## config.mk

```make
export PLATFORM = sky130hd
export DESIGN_NAME = offset_window_count_table_top
export DESIGN_NICKNAME = d
export VERILOG_FILES = /design/src/rtl/core/owct_pkg.sv /design/src/rtl/core/offset_window_count_table_top.sv /design/src/rtl/core/owct_ram.sv /design/src/rtl/core/owct_front.sv /design/src/rtl/core/owct_queue.sv /design/src/rtl/core/owct_back.sv
export SDC_FILE = /design/constraint.sdc
export NUM_CORES = 2
export LEC_CHECK = 0
export ABC_CLOCK_PERIOD_IN_PS = 22100
export BUFFER_PORTS_ARGS = -buffer_cell sky130_fd_sc_hd__buf_2
export CAP_MARGIN = 20
export CORE_UTILIZATION = 63
export DETAILED_ROUTE_END_ITERATION = 10
export GPL_ROUTABILITY_DRIVEN = 0
export PLACE_DENSITY = 0.8
export SKIP_CTS_REPAIR_TIMING = 1
export SYNTH_ARGS = -nofsm -noshare
export SYNTH_HDL_FRONTEND = slang
export SYNTH_HIERARCHICAL = 1
export SYNTH_SLANG_ARGS = --single-unit
```

## constraint.sdc

```tcl
create_clock -name clk -period 22.1 [get_ports clk]
set_clock_uncertainty 0.1 [all_clocks]
set_input_delay 4.42 -clock clk [delete_from_list [all_inputs] [get_ports clk]]
set_output_delay 4.42 -clock clk [all_outputs]
set_load 0.1 [all_outputs]
```

## src/rtl/core/owct_pkg.sv

```systemverilog
// Types, constants and ring-index helpers of the offset window count table.
`default_nettype none
package owct_pkg;

	// Window capacity and derived widths
	localparam int DEPTH  = 64;
	localparam int AW     = $clog2(DEPTH);
	localparam int LW     = $clog2(DEPTH + 1);
	localparam int QDEPTH = 2;
	localparam int VW     = 32;
	localparam int IW     = 16;
	localparam int EW     = 17;
	localparam int SW     = 38;

	typedef logic [AW-1:0] addr_t;
	typedef logic [AW:0]   addrx_t;
	typedef logic [LW-1:0] len_t;

	localparam addrx_t DEPTH_W = addrx_t'(DEPTH);

	// Request commands
	typedef enum logic [1:0] {
		CMD_READ  = 2'd0,
		CMD_WRITE = 2'd1,
		CMD_DUMP  = 2'd2,
		CMD_CLEAR = 2'd3
	} cmd_t;

	// Classified operations handed from front to back
	typedef enum logic [2:0] {
		OP_RD,
		OP_RD_NONE,
		OP_WR_FIRST,
		OP_WR_REPLACE,
		OP_WR_GROW,
		OP_REFUSE,
		OP_DUMP,
		OP_CLEAR
	} op_t;

	// One classified request; geometry fields hold the state after the request
	typedef struct packed {
		op_t             op;
		addr_t           addr;
		addr_t           fill_addr;
		addr_t           fill_cnt;
		addr_t           head;
		logic [VW-1:0]   value;
		logic [IW-1:0]   base;
		len_t            len;
		logic            empty;
	} req_t;

	// Back-end sequencer states
	typedef enum logic [2:0] {
		ST_IDLE,
		ST_RUN,
		ST_RD_DATA,
		ST_RMW,
		ST_FILL,
		ST_GROW_WR,
		ST_DUMP
	} bst_t;

	// (a + b) mod DEPTH for a, b below DEPTH
	function automatic addr_t wrap_add(addr_t a, addr_t b);
		addrx_t s;
		s = {1'b0, a} + {1'b0, b};
		if (s >= DEPTH_W) begin
			s = s - DEPTH_W;
		end
		return s[AW-1:0];
	endfunction

	// (a - b) mod DEPTH for a, b below DEPTH
	function automatic addr_t wrap_sub(addr_t a, addr_t b);
		addrx_t s;
		s = {1'b0, a} - {1'b0, b};
		if (a < b) begin
			s = s + DEPTH_W;
		end
		return s[AW-1:0];
	endfunction

endpackage
`default_nettype wire

```

## src/rtl/core/offset_window_count_table_top.sv

```systemverilog
// Flow: an accepted request enters the queue; the back end pops it in ST_IDLE and handles it in ST_RUN,
// which emits clear, first-write, refused and out-of-window results; reads go on to ST_RD_DATA,
// overwrites to ST_RMW, growing or base-lowering writes through ST_FILL to ST_GROW_WR, dumps to ST_DUMP.
// The back-end sequencer walks the counter RAM one entry per cycle in ST_FILL and ST_DUMP; a 2-deep
// queue decouples start, so requests are taken while the back end is busy; results never stall.
// Reset (arst_n low, asynchronous): empty window, base 0, total 0, no result pending.
`default_nettype none
module offset_window_count_table_top import owct_pkg::*; (
	input  wire logic                 clk,
	input  wire logic                 arst_n,
	input  wire logic                 start,
	output logic                      busy,
	input  wire logic [1:0]           cmd,
	input  wire logic [IW-1:0]        entry_index,
	input  wire logic signed [VW-1:0] entry_value,
	output logic                      result_valid,
	output logic signed [VW-1:0]      read_value,
	output logic        [IW-1:0]      pair_id,
	output logic signed [VW-1:0]      pair_value,
	output logic                      pair_valid,
	output logic                      last,
	output logic                      is_empty,
	output logic        [IW-1:0]      window_base,
	output logic        [EW-1:0]      window_end,
	output logic signed [SW-1:0]      total_sum,
	output logic                      status
);

	logic accept;
	req_t push_req;
	req_t pop_req;
	logic q_full;
	logic q_not_empty;
	logic q_pop;

	// Request handshake: stall only while the queue is full
	assign busy   = q_full;
	assign accept = start && !q_full;

	owct_front u_front (
		.clk         (clk),
		.arst_n      (arst_n),
		.accept      (accept),
		.cmd         (cmd),
		.entry_index (entry_index),
		.entry_value (entry_value),
		.req         (push_req)
	);

	owct_queue u_queue (
		.clk       (clk),
		.arst_n    (arst_n),
		.push      (accept),
		.push_req  (push_req),
		.pop       (q_pop),
		.pop_req   (pop_req),
		.not_empty (q_not_empty),
		.full      (q_full)
	);

	owct_back u_back (
		.clk          (clk),
		.arst_n       (arst_n),
		.q_valid      (q_not_empty),
		.q_req        (pop_req),
		.pop          (q_pop),
		.result_valid (result_valid),
		.read_value   (read_value),
		.pair_id      (pair_id),
		.pair_value   (pair_value),
		.pair_valid   (pair_valid),
		.last         (last),
		.is_empty     (is_empty),
		.window_base  (window_base),
		.window_end   (window_end),
		.total_sum    (total_sum),
		.status       (status)
	);

endmodule
`default_nettype wire

```

## src/rtl/core/owct_ram.sv

```systemverilog
// Generic single-write, single-read RAM with registered read data.
`default_nettype none
module owct_ram #(
	parameter int WIDTH = 32,
	parameter int DEPTH = 64
) (
	input  wire logic                     clk,
	input  wire logic                     we,
	input  wire logic [$clog2(DEPTH)-1:0] waddr,
	input  wire logic [WIDTH-1:0]         wdata,
	input  wire logic [$clog2(DEPTH)-1:0] raddr,
	output logic      [WIDTH-1:0]         rdata
);

	logic [WIDTH-1:0] mem_q [DEPTH];
	logic [WIDTH-1:0] rdata_q;

	// Write port and registered read port
	always_ff @(posedge clk) begin
		if (we) begin
			mem_q[waddr] <= wdata;
		end
		rdata_q <= mem_q[raddr];
	end

	assign rdata = rdata_q;

endmodule
`default_nettype wire

```

## src/rtl/core/owct_front.sv

```systemverilog
// Front end: tracks window geometry and classifies each accepted request.
`default_nettype none
module owct_front import owct_pkg::*; (
	input  wire logic                 clk,
	input  wire logic                 arst_n,
	input  wire logic                 accept,
	input  wire logic [1:0]           cmd,
	input  wire logic [IW-1:0]        entry_index,
	input  wire logic signed [VW-1:0] entry_value,
	output req_t                      req
);

	logic [IW-1:0] base_q, base_d;
	len_t          len_q, len_d;
	addr_t         head_q, head_d;
	logic          empty_q, empty_d;

	logic [IW:0]   diff;
	logic          above;
	logic [IW-1:0] pos16;
	addr_t         pos_a;
	logic          in_win;
	logic          pos_fits;
	logic [IW-1:0] d16;
	logic          lower_fits;
	addr_t         low_head;

	// Position of the id relative to the window
	always_comb begin
		diff       = {1'b0, entry_index} - {1'b0, base_q};
		above      = ~diff[IW];
		pos16      = diff[IW-1:0];
		pos_a      = pos16[AW-1:0];
		in_win     = above && (pos16 < IW'(len_q));
		pos_fits   = pos16 < IW'(DEPTH);
		d16        = base_q - entry_index;
		lower_fits = (EW'(len_q) + {1'b0, d16}) <= EW'(DEPTH);
		low_head   = wrap_sub(head_q, d16[AW-1:0]);
	end

	// Classification and next geometry
	always_comb begin
		base_d        = base_q;
		len_d         = len_q;
		head_d        = head_q;
		empty_d       = empty_q;
		req.op        = OP_RD_NONE;
		req.addr      = head_q;
		req.fill_addr = head_q;
		req.fill_cnt  = '0;
		req.value     = entry_value;
		unique case (cmd_t'(cmd))
			CMD_READ: begin
				if (in_win) begin
					req.op   = OP_RD;
					req.addr = wrap_add(head_q, pos_a);
				end
			end
			CMD_WRITE: begin
				priority if (empty_q || (len_q == '0)) begin
					req.op  = OP_WR_FIRST;
					base_d  = entry_index;
					len_d   = LW'(1);
					empty_d = 1'b0;
				end else if (above) begin
					priority if (in_win) begin
						req.op   = OP_WR_REPLACE;
						req.addr = wrap_add(head_q, pos_a);
					end else if (!pos_fits) begin
						req.op = OP_REFUSE;
					end else begin
						// grow upward: zero the gap, then write the new top entry
						req.op        = OP_WR_GROW;
						req.addr      = wrap_add(head_q, pos_a);
						req.fill_addr = wrap_add(head_q, len_q[AW-1:0]);
						req.fill_cnt  = pos_a - len_q[AW-1:0];
						len_d         = LW'(pos16) + LW'(1);
					end
				end else begin
					if (!lower_fits) begin
						req.op = OP_REFUSE;
					end else begin
						// lower the base: ring head moves down, gap above it is zeroed
						req.op        = OP_WR_GROW;
						head_d        = low_head;
						req.addr      = low_head;
						req.fill_addr = wrap_add(low_head, AW'(1));
						req.fill_cnt  = d16[AW-1:0] - AW'(1);
						len_d         = len_q + LW'(d16);
						base_d        = entry_index;
					end
				end
			end
			CMD_DUMP: begin
				req.op = OP_DUMP;
			end
			CMD_CLEAR: begin
				req.op  = OP_CLEAR;
				base_d  = '0;
				len_d   = '0;
				empty_d = 1'b1;
			end
			default: begin
				req.op = OP_RD_NONE;
			end
		endcase
		req.head  = head_d;
		req.base  = base_d;
		req.len   = len_d;
		req.empty = empty_d;
	end

	// Geometry registers
	always_ff @(posedge clk or negedge arst_n) begin
		if (!arst_n) begin
			base_q  <= '0;
			len_q   <= '0;
			head_q  <= '0;
			empty_q <= 1'b1;
		end else if (accept) begin
			base_q  <= base_d;
			len_q   <= len_d;
			head_q  <= head_d;
			empty_q <= empty_d;
		end
	end

endmodule
`default_nettype wire

```

## src/rtl/core/owct_queue.sv

```systemverilog
// Short request queue between front and back end.
`default_nettype none
module owct_queue import owct_pkg::*; (
	input  wire logic clk,
	input  wire logic arst_n,
	input  wire logic push,
	input  req_t      push_req,
	input  wire logic pop,
	output req_t      pop_req,
	output logic      not_empty,
	output logic      full
);

	localparam int QAW = (QDEPTH > 1) ? $clog2(QDEPTH) : 1;
	localparam int QCW = $clog2(QDEPTH + 1);

	req_t             slot_q [QDEPTH];
	logic [QAW-1:0]   wr_ptr_q;
	logic [QAW-1:0]   rd_ptr_q;
	logic [QCW-1:0]   count_q;

	assign not_empty = (count_q != '0);
	assign full      = (count_q == QCW'(QDEPTH));
	assign pop_req   = slot_q[rd_ptr_q];

	// Pointers and fill level
	always_ff @(posedge clk or negedge arst_n) begin
		if (!arst_n) begin
			wr_ptr_q <= '0;
			rd_ptr_q <= '0;
			count_q  <= '0;
		end else begin
			if (push) begin
				wr_ptr_q <= (wr_ptr_q == QAW'(QDEPTH - 1)) ? '0 : wr_ptr_q + QAW'(1);
			end
			if (pop) begin
				rd_ptr_q <= (rd_ptr_q == QAW'(QDEPTH - 1)) ? '0 : rd_ptr_q + QAW'(1);
			end
			if (push && !pop) begin
				count_q <= count_q + QCW'(1);
			end else if (pop && !push) begin
				count_q <= count_q - QCW'(1);
			end
		end
	end

	// Storage
	always_ff @(posedge clk) begin
		if (push) begin
			slot_q[wr_ptr_q] <= push_req;
		end
	end

endmodule
`default_nettype wire

```

## src/rtl/core/owct_back.sv

```systemverilog
// Back end: counter RAM, running total, fill and dump sequencer, result registers.
`default_nettype none
module owct_back import owct_pkg::*; (
	input  wire logic                 clk,
	input  wire logic                 arst_n,
	input  wire logic                 q_valid,
	input  req_t                      q_req,
	output logic                      pop,
	output logic                      result_valid,
	output logic signed [VW-1:0]      read_value,
	output logic        [IW-1:0]      pair_id,
	output logic signed [VW-1:0]      pair_value,
	output logic                      pair_valid,
	output logic                      last,
	output logic                      is_empty,
	output logic        [IW-1:0]      window_base,
	output logic        [EW-1:0]      window_end,
	output logic signed [SW-1:0]      total_sum,
	output logic                      status
);

	bst_t                 state_q, state_d;
	req_t                 cur_q, cur_d;
	logic signed [SW-1:0] total_q, total_d;
	len_t                 k_q, k_d;
	addr_t                ptr_q, ptr_d;
	addr_t                cnt_q, cnt_d;
	logic                 pend_v_q, pend_v_d;
	logic [IW-1:0]        pend_id_q, pend_id_d;
	logic [VW-1:0]        pend_val_q, pend_val_d;
	logic                 rd_v_s1, rd_v_d;
	logic [IW-1:0]        id_s1, id_d;

	logic                 ram_we;
	addr_t                ram_waddr;
	logic [VW-1:0]        ram_wdata;
	addr_t                ram_raddr;
	logic [VW-1:0]        ram_rdata;

	logic signed [SW-1:0] val38;
	logic signed [SW-1:0] old38;

	logic                 emit;
	logic [VW-1:0]        o_read;
	logic [IW-1:0]        o_pid;
	logic [VW-1:0]        o_pval;
	logic                 o_pvalid;
	logic                 o_last;
	logic                 o_status;

	logic                 result_valid_q;
	logic [VW-1:0]        read_value_q;
	logic [IW-1:0]        pair_id_q;
	logic [VW-1:0]        pair_value_q;
	logic                 pair_valid_q;
	logic                 last_q;
	logic                 is_empty_q;
	logic [IW-1:0]        window_base_q;
	logic [EW-1:0]        window_end_q;
	logic [SW-1:0]        total_sum_q;
	logic                 status_q;

	// Counter store
	owct_ram #(
		.WIDTH (VW),
		.DEPTH (DEPTH)
	) u_ram (
		.clk   (clk),
		.we    (ram_we),
		.waddr (ram_waddr),
		.wdata (ram_wdata),
		.raddr (ram_raddr),
		.rdata (ram_rdata)
	);

	assign val38 = {{(SW-VW){cur_q.value[VW-1]}}, cur_q.value};
	assign old38 = {{(SW-VW){ram_rdata[VW-1]}}, ram_rdata};

	// Sequencer: next state, RAM control and result selection
	always_comb begin
		state_d    = state_q;
		cur_d      = cur_q;
		total_d    = total_q;
		k_d        = k_q;
		ptr_d      = ptr_q;
		cnt_d      = cnt_q;
		pend_v_d   = pend_v_q;
		pend_id_d  = pend_id_q;
		pend_val_d = pend_val_q;
		rd_v_d     = 1'b0;
		id_d       = id_s1;
		pop        = 1'b0;
		ram_we     = 1'b0;
		ram_waddr  = cur_q.addr;
		ram_wdata  = cur_q.value;
		ram_raddr  = cur_q.addr;
		emit       = 1'b0;
		o_read     = '0;
		o_pid      = '0;
		o_pval     = '0;
		o_pvalid   = 1'b0;
		o_last     = 1'b1;
		o_status   = 1'b0;
		unique case (state_q)
			ST_IDLE: begin
				if (q_valid) begin
					pop     = 1'b1;
					cur_d   = q_req;
					state_d = ST_RUN;
				end
			end
			ST_RUN: begin
				unique case (cur_q.op)
					OP_RD: begin
						state_d = ST_RD_DATA;
					end
					OP_RD_NONE: begin
						emit    = 1'b1;
						state_d = ST_IDLE;
					end
					OP_WR_FIRST: begin
						ram_we  = 1'b1;
						total_d = val38;
						emit    = 1'b1;
						state_d = ST_IDLE;
					end
					OP_WR_REPLACE: begin
						state_d = ST_RMW;
					end
					OP_WR_GROW: begin
						ptr_d   = cur_q.fill_addr;
						cnt_d   = cur_q.fill_cnt;
						state_d = (cur_q.fill_cnt == '0) ? ST_GROW_WR : ST_FILL;
					end
					OP_REFUSE: begin
						o_status = 1'b1;
						emit     = 1'b1;
						state_d  = ST_IDLE;
					end
					OP_DUMP: begin
						k_d      = '0;
						ptr_d    = cur_q.head;
						pend_v_d = 1'b0;
						state_d  = ST_DUMP;
					end
					OP_CLEAR: begin
						total_d = '0;
						emit    = 1'b1;
						state_d = ST_IDLE;
					end
					default: begin
						state_d = ST_IDLE;
					end
				endcase
			end
			ST_RD_DATA: begin
				o_read  = ram_rdata;
				emit    = 1'b1;
				state_d = ST_IDLE;
			end
			ST_RMW: begin
				// old value is on the read port now
				ram_we  = 1'b1;
				total_d = total_q - old38 + val38;
				emit    = 1'b1;
				state_d = ST_IDLE;
			end
			ST_FILL: begin
				ram_we    = 1'b1;
				ram_waddr = ptr_q;
				ram_wdata = '0;
				ptr_d     = wrap_add(ptr_q, AW'(1));
				cnt_d     = cnt_q - AW'(1);
				if (cnt_q == AW'(1)) begin
					state_d = ST_GROW_WR;
				end
			end
			ST_GROW_WR: begin
				ram_we  = 1'b1;
				total_d = total_q + val38;
				emit    = 1'b1;
				state_d = ST_IDLE;
			end
			ST_DUMP: begin
				// issue one read per cycle along the window
				ram_raddr = ptr_q;
				if (k_q < cur_q.len) begin
					rd_v_d = 1'b1;
					id_d   = cur_q.base + IW'(k_q);
					k_d    = k_q + LW'(1);
					ptr_d  = wrap_add(ptr_q, AW'(1));
				end
				// hold back one nonzero pair so the final one can carry last
				if (rd_v_s1) begin
					if (ram_rdata != '0) begin
						if (pend_v_q) begin
							emit     = 1'b1;
							o_pid    = pend_id_q;
							o_pval   = pend_val_q;
							o_pvalid = 1'b1;
							o_last   = 1'b0;
						end
						pend_v_d   = 1'b1;
						pend_id_d  = id_s1;
						pend_val_d = ram_rdata;
					end
				end else if (k_q >= cur_q.len) begin
					emit = 1'b1;
					if (pend_v_q) begin
						o_pid    = pend_id_q;
						o_pval   = pend_val_q;
						o_pvalid = 1'b1;
					end
					state_d = ST_IDLE;
				end
			end
			default: begin
				state_d = ST_IDLE;
			end
		endcase
	end

	// Control state
	always_ff @(posedge clk or negedge arst_n) begin
		if (!arst_n) begin
			state_q        <= ST_IDLE;
			total_q        <= '0;
			pend_v_q       <= 1'b0;
			rd_v_s1        <= 1'b0;
			result_valid_q <= 1'b0;
		end else begin
			state_q        <= state_d;
			total_q        <= total_d;
			pend_v_q       <= pend_v_d;
			rd_v_s1        <= rd_v_d;
			result_valid_q <= emit;
		end
	end

	// Working payload
	always_ff @(posedge clk) begin
		cur_q      <= cur_d;
		k_q        <= k_d;
		ptr_q      <= ptr_d;
		cnt_q      <= cnt_d;
		pend_id_q  <= pend_id_d;
		pend_val_q <= pend_val_d;
		id_s1      <= id_d;
	end

	// Result registers
	always_ff @(posedge clk) begin
		if (emit) begin
			read_value_q  <= o_read;
			pair_id_q     <= o_pid;
			pair_value_q  <= o_pval;
			pair_valid_q  <= o_pvalid;
			last_q        <= o_last;
			is_empty_q    <= cur_q.empty;
			window_base_q <= cur_q.base;
			window_end_q  <= {1'b0, cur_q.base} + EW'(cur_q.len);
			total_sum_q   <= total_d;
			status_q      <= o_status;
		end
	end

	assign result_valid = result_valid_q;
	assign read_value   = read_value_q;
	assign pair_id      = pair_id_q;
	assign pair_value   = pair_value_q;
	assign pair_valid   = pair_valid_q;
	assign last         = last_q;
	assign is_empty     = is_empty_q;
	assign window_base  = window_base_q;
	assign window_end   = window_end_q;
	assign total_sum    = total_sum_q;
	assign status       = status_q;

endmodule
`default_nettype wire

```

==> summary.md <==
| Metric | Value |
|---|---|
| Antenna violations before repair | 28 |
| Clock root cell | sky130_fd_sc_hd__clkbuf_16 |
| Static leakage | 42.4 nW |
| Combinational share of power | 0.429 |
| Slowest cell on the critical path | sky130_fd_sc_hd__a21oi_2 |
| FMAX | 112 MHz |
| Synthesized instance count | 6204 |
| Crit path required time | 22.70 ns |
| Worst-case clock buffer depth | 3 |
| Total Routed Length | 306000 um |
| Via count of the first global-routing pass | 63700 |
| Power consumption | 20.4 mW |
| Top cell type by total area after synthesis | sky130_fd_sc_hd__edfxtp_1 |
| Remaining global-route overflow | 0 |
| Area share of the leading cell type in the synthesized netlist | 0.687 |
| Number of enable flip-flop cells after synthesis | 2535 |
| Routed length per placed instance | 33.9 um |
| Max-slew headroom | 0.205 |
| Count of vias placed by the detailed router | 63900 |
| Post-DRT Antenna Nets | 0 |
| Max Slew Vio Count | 0 |
| CP Capture Type | flip-flop |
| Total number of clock tree sinks | 2645 |
| Peak supply drop | 0.159 mV |
| Top library cells by usage in the layout, fill and taps aside | sky130_fd_sc_hd__edfxtp_1 (2535), sky130_fd_sc_hd__mux4_2 (446), sky130_fd_sc_hd__inv_1 (259), sky130_fd_sc_hd__clkbuf_16 (241), sky130_fd_sc_hd__buf_2 (208) |
| Overall global routing resource usage | 0.342 |
| Starting Density | 0.636 |
| Most common library cell in the layout ignoring fill and taps | sky130_fd_sc_hd__edfxtp_1 |
| Initial DRC Count | 10200 |
| Crit path time final | 8.89 ns |
| Full die area | 178000 sq um |
| Clock power share | 0.213 |
| Transition time at the pin with the least slew margin | 1.18 ns |
| Final number of hold-violating endpoints | 0 |
| Sequential fraction of design power | 0.359 |
| Number of core rows | 153 |
| Ratio of cells with drive above 1 in the final layout | 0.217 |
| Share of async-settable or async-resettable flops after synthesis | 0.0295 |
| Finish-stage setup viols | 0 |
| Global-route met3 utilization | 0.104 |
| Die Height | 421 um |
| Register bit total from synthesis | 2645 |
| Clk_lat worst skew | 0.90 ns |
| Fin cells | 9023 |
| CP Data Arrival Time | 9.49 ns |
| Post-synth top flop | sky130_fd_sc_hd__edfxtp_1 |
| Setup repair after global routing missed its margin | false |
| Slowest cell delay on critical path | 0.70 ns |
| Clock-pin transition on the worst setup and hold timing paths | 0.06 ns |
| Largest driver fanout on the critical path | 16 |
| Sum of negative setup slack | 0 ns |
| Largest net degree at the start of global routing | 101 |
| Global Route met2 Usage | 0.531 |
| First-pass GRT wire length | 435000 um |
| Number of nets in the synthesized netlist | 6469 |
| Sw frac | 0.416 |
| Remaining design rule violation count | 0 |
| Power Internal | 11.9 mW |
| Critical-path cell list | buf_2 -> ha_1 -> fa_1 -> nand2b_1 -> a21oi_1 -> a21o_1 -> a21oi_1 -> xnor2_1 -> ha_1 -> o21a_1 -> nand2_1 -> or3_1 -> mux2_1 -> o32a_1 -> nor4b_4 -> nand2_2 -> a21oi_2 -> a22o_1 |
| CORE AREA | 174000 sq um |
| Synthesized cell area | 111000 sq um |
| Warning count from the yosys run | 6 |
| Type of the worst setup path | input pin to flip-flop |
| Library cells used by synthesis | 123 |
| Die W | 421 um |
| Kind of path behind the tightest hold check | flip-flop to flip-flop |
| Initial DRT Pass Iterations | 8 |
| Outcome | complete, no violations |
| Number of clock buffers inserted by TritonCTS | 238 |
| Final non-filler cell area | 123000 sq um |
| Switching component of the power | 8.47 mW |
| TritonCTS clock tree | built |
| Mean instance size in the synthesized netlist | 17.9 sq um |
| Most used routing layer | met2 |
| Final period utilization | 0.402 |
| Launching element type of the critical path | input pin |
| Met1 track demand over resource in global routing | 0.443 |
| Proportion of synthesized chip area in sequential cells | 0.710 |
| Maximum Capacitance Violations | 0 |
| Port-buffer cells | 209 |
| Vias per Instance | 7.08 |
| Net count reported at finish | 6736 |
| Syn-to-layout area delta | 11.1% |
| Synth top area cells | sky130_fd_sc_hd__edfxtp_1 (69%), sky130_fd_sc_hd__mux4_2 (9.1%), sky130_fd_sc_hd__mux2i_1 (1.9%) |
| I/O pins | 210 |
| Detailed-placement wirelength estimate | 168000 um |
| Cell Count Post-Placement | 8550 |
| Level count of the clock H-tree | 4 |
| Cell area power density | 165 nW/um^2 |
| Cell Area, Placed | 115000 sq um |
critical path: cells and delay by family:
family / cells / cell delay, ns
AO/OA/AOI/OAI: 7 / 2.02
buffers and inverters: 1 / 0.14
AND/OR/NAND/NOR: 5 / 1.47
adder cells (fa/ha/maj): 3 / 0.98
XOR/XNOR: 1 / 0.15
multiplexers: 1 / 0.30
final cells by class:
type | count | area (sq um)
antenna | 17 | 42.5
clock buffer | 287 | 6270
clock inverter | 163 | 1920
fill | 9858 | 51200
inverter | 260 | 976
multi-input combinational | 2956 | 29900
sequential | 2645 | 78700
tap | 2325 | 2910
timing repair buffer | 370 | 2390
final timing paths:
check | startpoint | to | slack, ns | depth (start not counted)
max | entry_index[0] | u_queue/slot_q[0][22] | 13.21 | 18
min | u_back/id_s1[14] | u_back/pend_id_q[14] | 0.29 | 0
max reg2reg | u_back/state_q[2] | u_back/u_ram/rdata[13] | 15.31 | 10
min reg2reg | u_back/id_s1[14] | u_back/pend_id_q[14] | 0.29 | 0
max in group asynchronous | arst_n | u_queue/rd_ptr_q | 17.12 | 2
min in group asynchronous | arst_n | u_back/total_q[37] | 3.34 | 1
cells in the mapped netlist, types with 64 or more instances:
cell type	n
sky130_fd_sc_hd__a21oi_1	183
sky130_fd_sc_hd__clkbuf_1	148
sky130_fd_sc_hd__mux2i_1	207
sky130_fd_sc_hd__buf_2	66
sky130_fd_sc_hd__nor2_1	224
sky130_fd_sc_hd__xor2_1	72
sky130_fd_sc_hd__a21o_1	64
sky130_fd_sc_hd__inv_1	259
sky130_fd_sc_hd__nand2_1	192
sky130_fd_sc_hd__mux4_2	446
sky130_fd_sc_hd__a22oi_1	136
sky130_fd_sc_hd__xnor2_1	93
sky130_fd_sc_hd__o21ai_0	129
sky130_fd_sc_hd__and2_1	96
sky130_fd_sc_hd__ha_1	165
sky130_fd_sc_hd__edfxtp_1	2535
sky130_fd_sc_hd__nand3_1	99
sky130_fd_sc_hd__dfrtp_1	77
sequential cells by signal, summed over array words and instances, names as in the netlist, 7 cells and up:
register            count
u_back/pair_value      32
u_back/pair_id         16
u_back/cur_q           83
u_back/k_q              7
u_back/read_value      32
u_front/base_q         16
u_back/u_ram/rdata     32
u_back/pend_val_q      32
u_queue/slot_q        166
u_back/window_end      17
u_back/id_s1           16
u_back/pend_id_q       16
u_back/total_q         38
u_back/window_base     16
u_front/len_q           7
u_back/total_sum       38
u_back/u_ram/mem_q   2048
stage by stage:
step,utilization,hold slack (ns),setup slack [ns]
floorplan,-,0.300,11.34
global placement,0.658,0.303,12.56
detailed placement,0.658,0.305,12.50
CTS,0.705,0.296,13.35
global route,0.706,0.301,12.89
finish,0.706,0.294,13.21
cells by family after synthesis:
logic type / after synthesis / share of synthesized area
compound gates: 974 / 0.0624
simple gates: 852 / 0.0385
xor+xnor: 165 / 0.0130
flops: 2645 / 0.710
mux: 753 / 0.122
fa+ha+maj: 212 / 0.0271
buf+inv: 603 / 0.0273
per-layer routing:
layer / up-vias / routed length (um)
met5: - / 174
met4: 20 / 17800
met3: 1053 / 44400
met2: 5562 / 143000
met1: 31900 / 101000
li1: 25300 / -
power by group through the flow:
stage / clock, mW / sequential [mW] / combinational (mW)
2_1_floorplan: 0 / 8.36 / 4.76
3_3_place_gp: 0 / 7.36 / 8.08
3_5_place_dp: 0 / 7.38 / 8.28
4_1_cts: 4.34 / 7.29 / 8.43
5_1_grt: 4.53 / 7.33 / 9.01
6_report: 4.33 / 7.31 / 8.73
(Power assumes the default switching activity.)
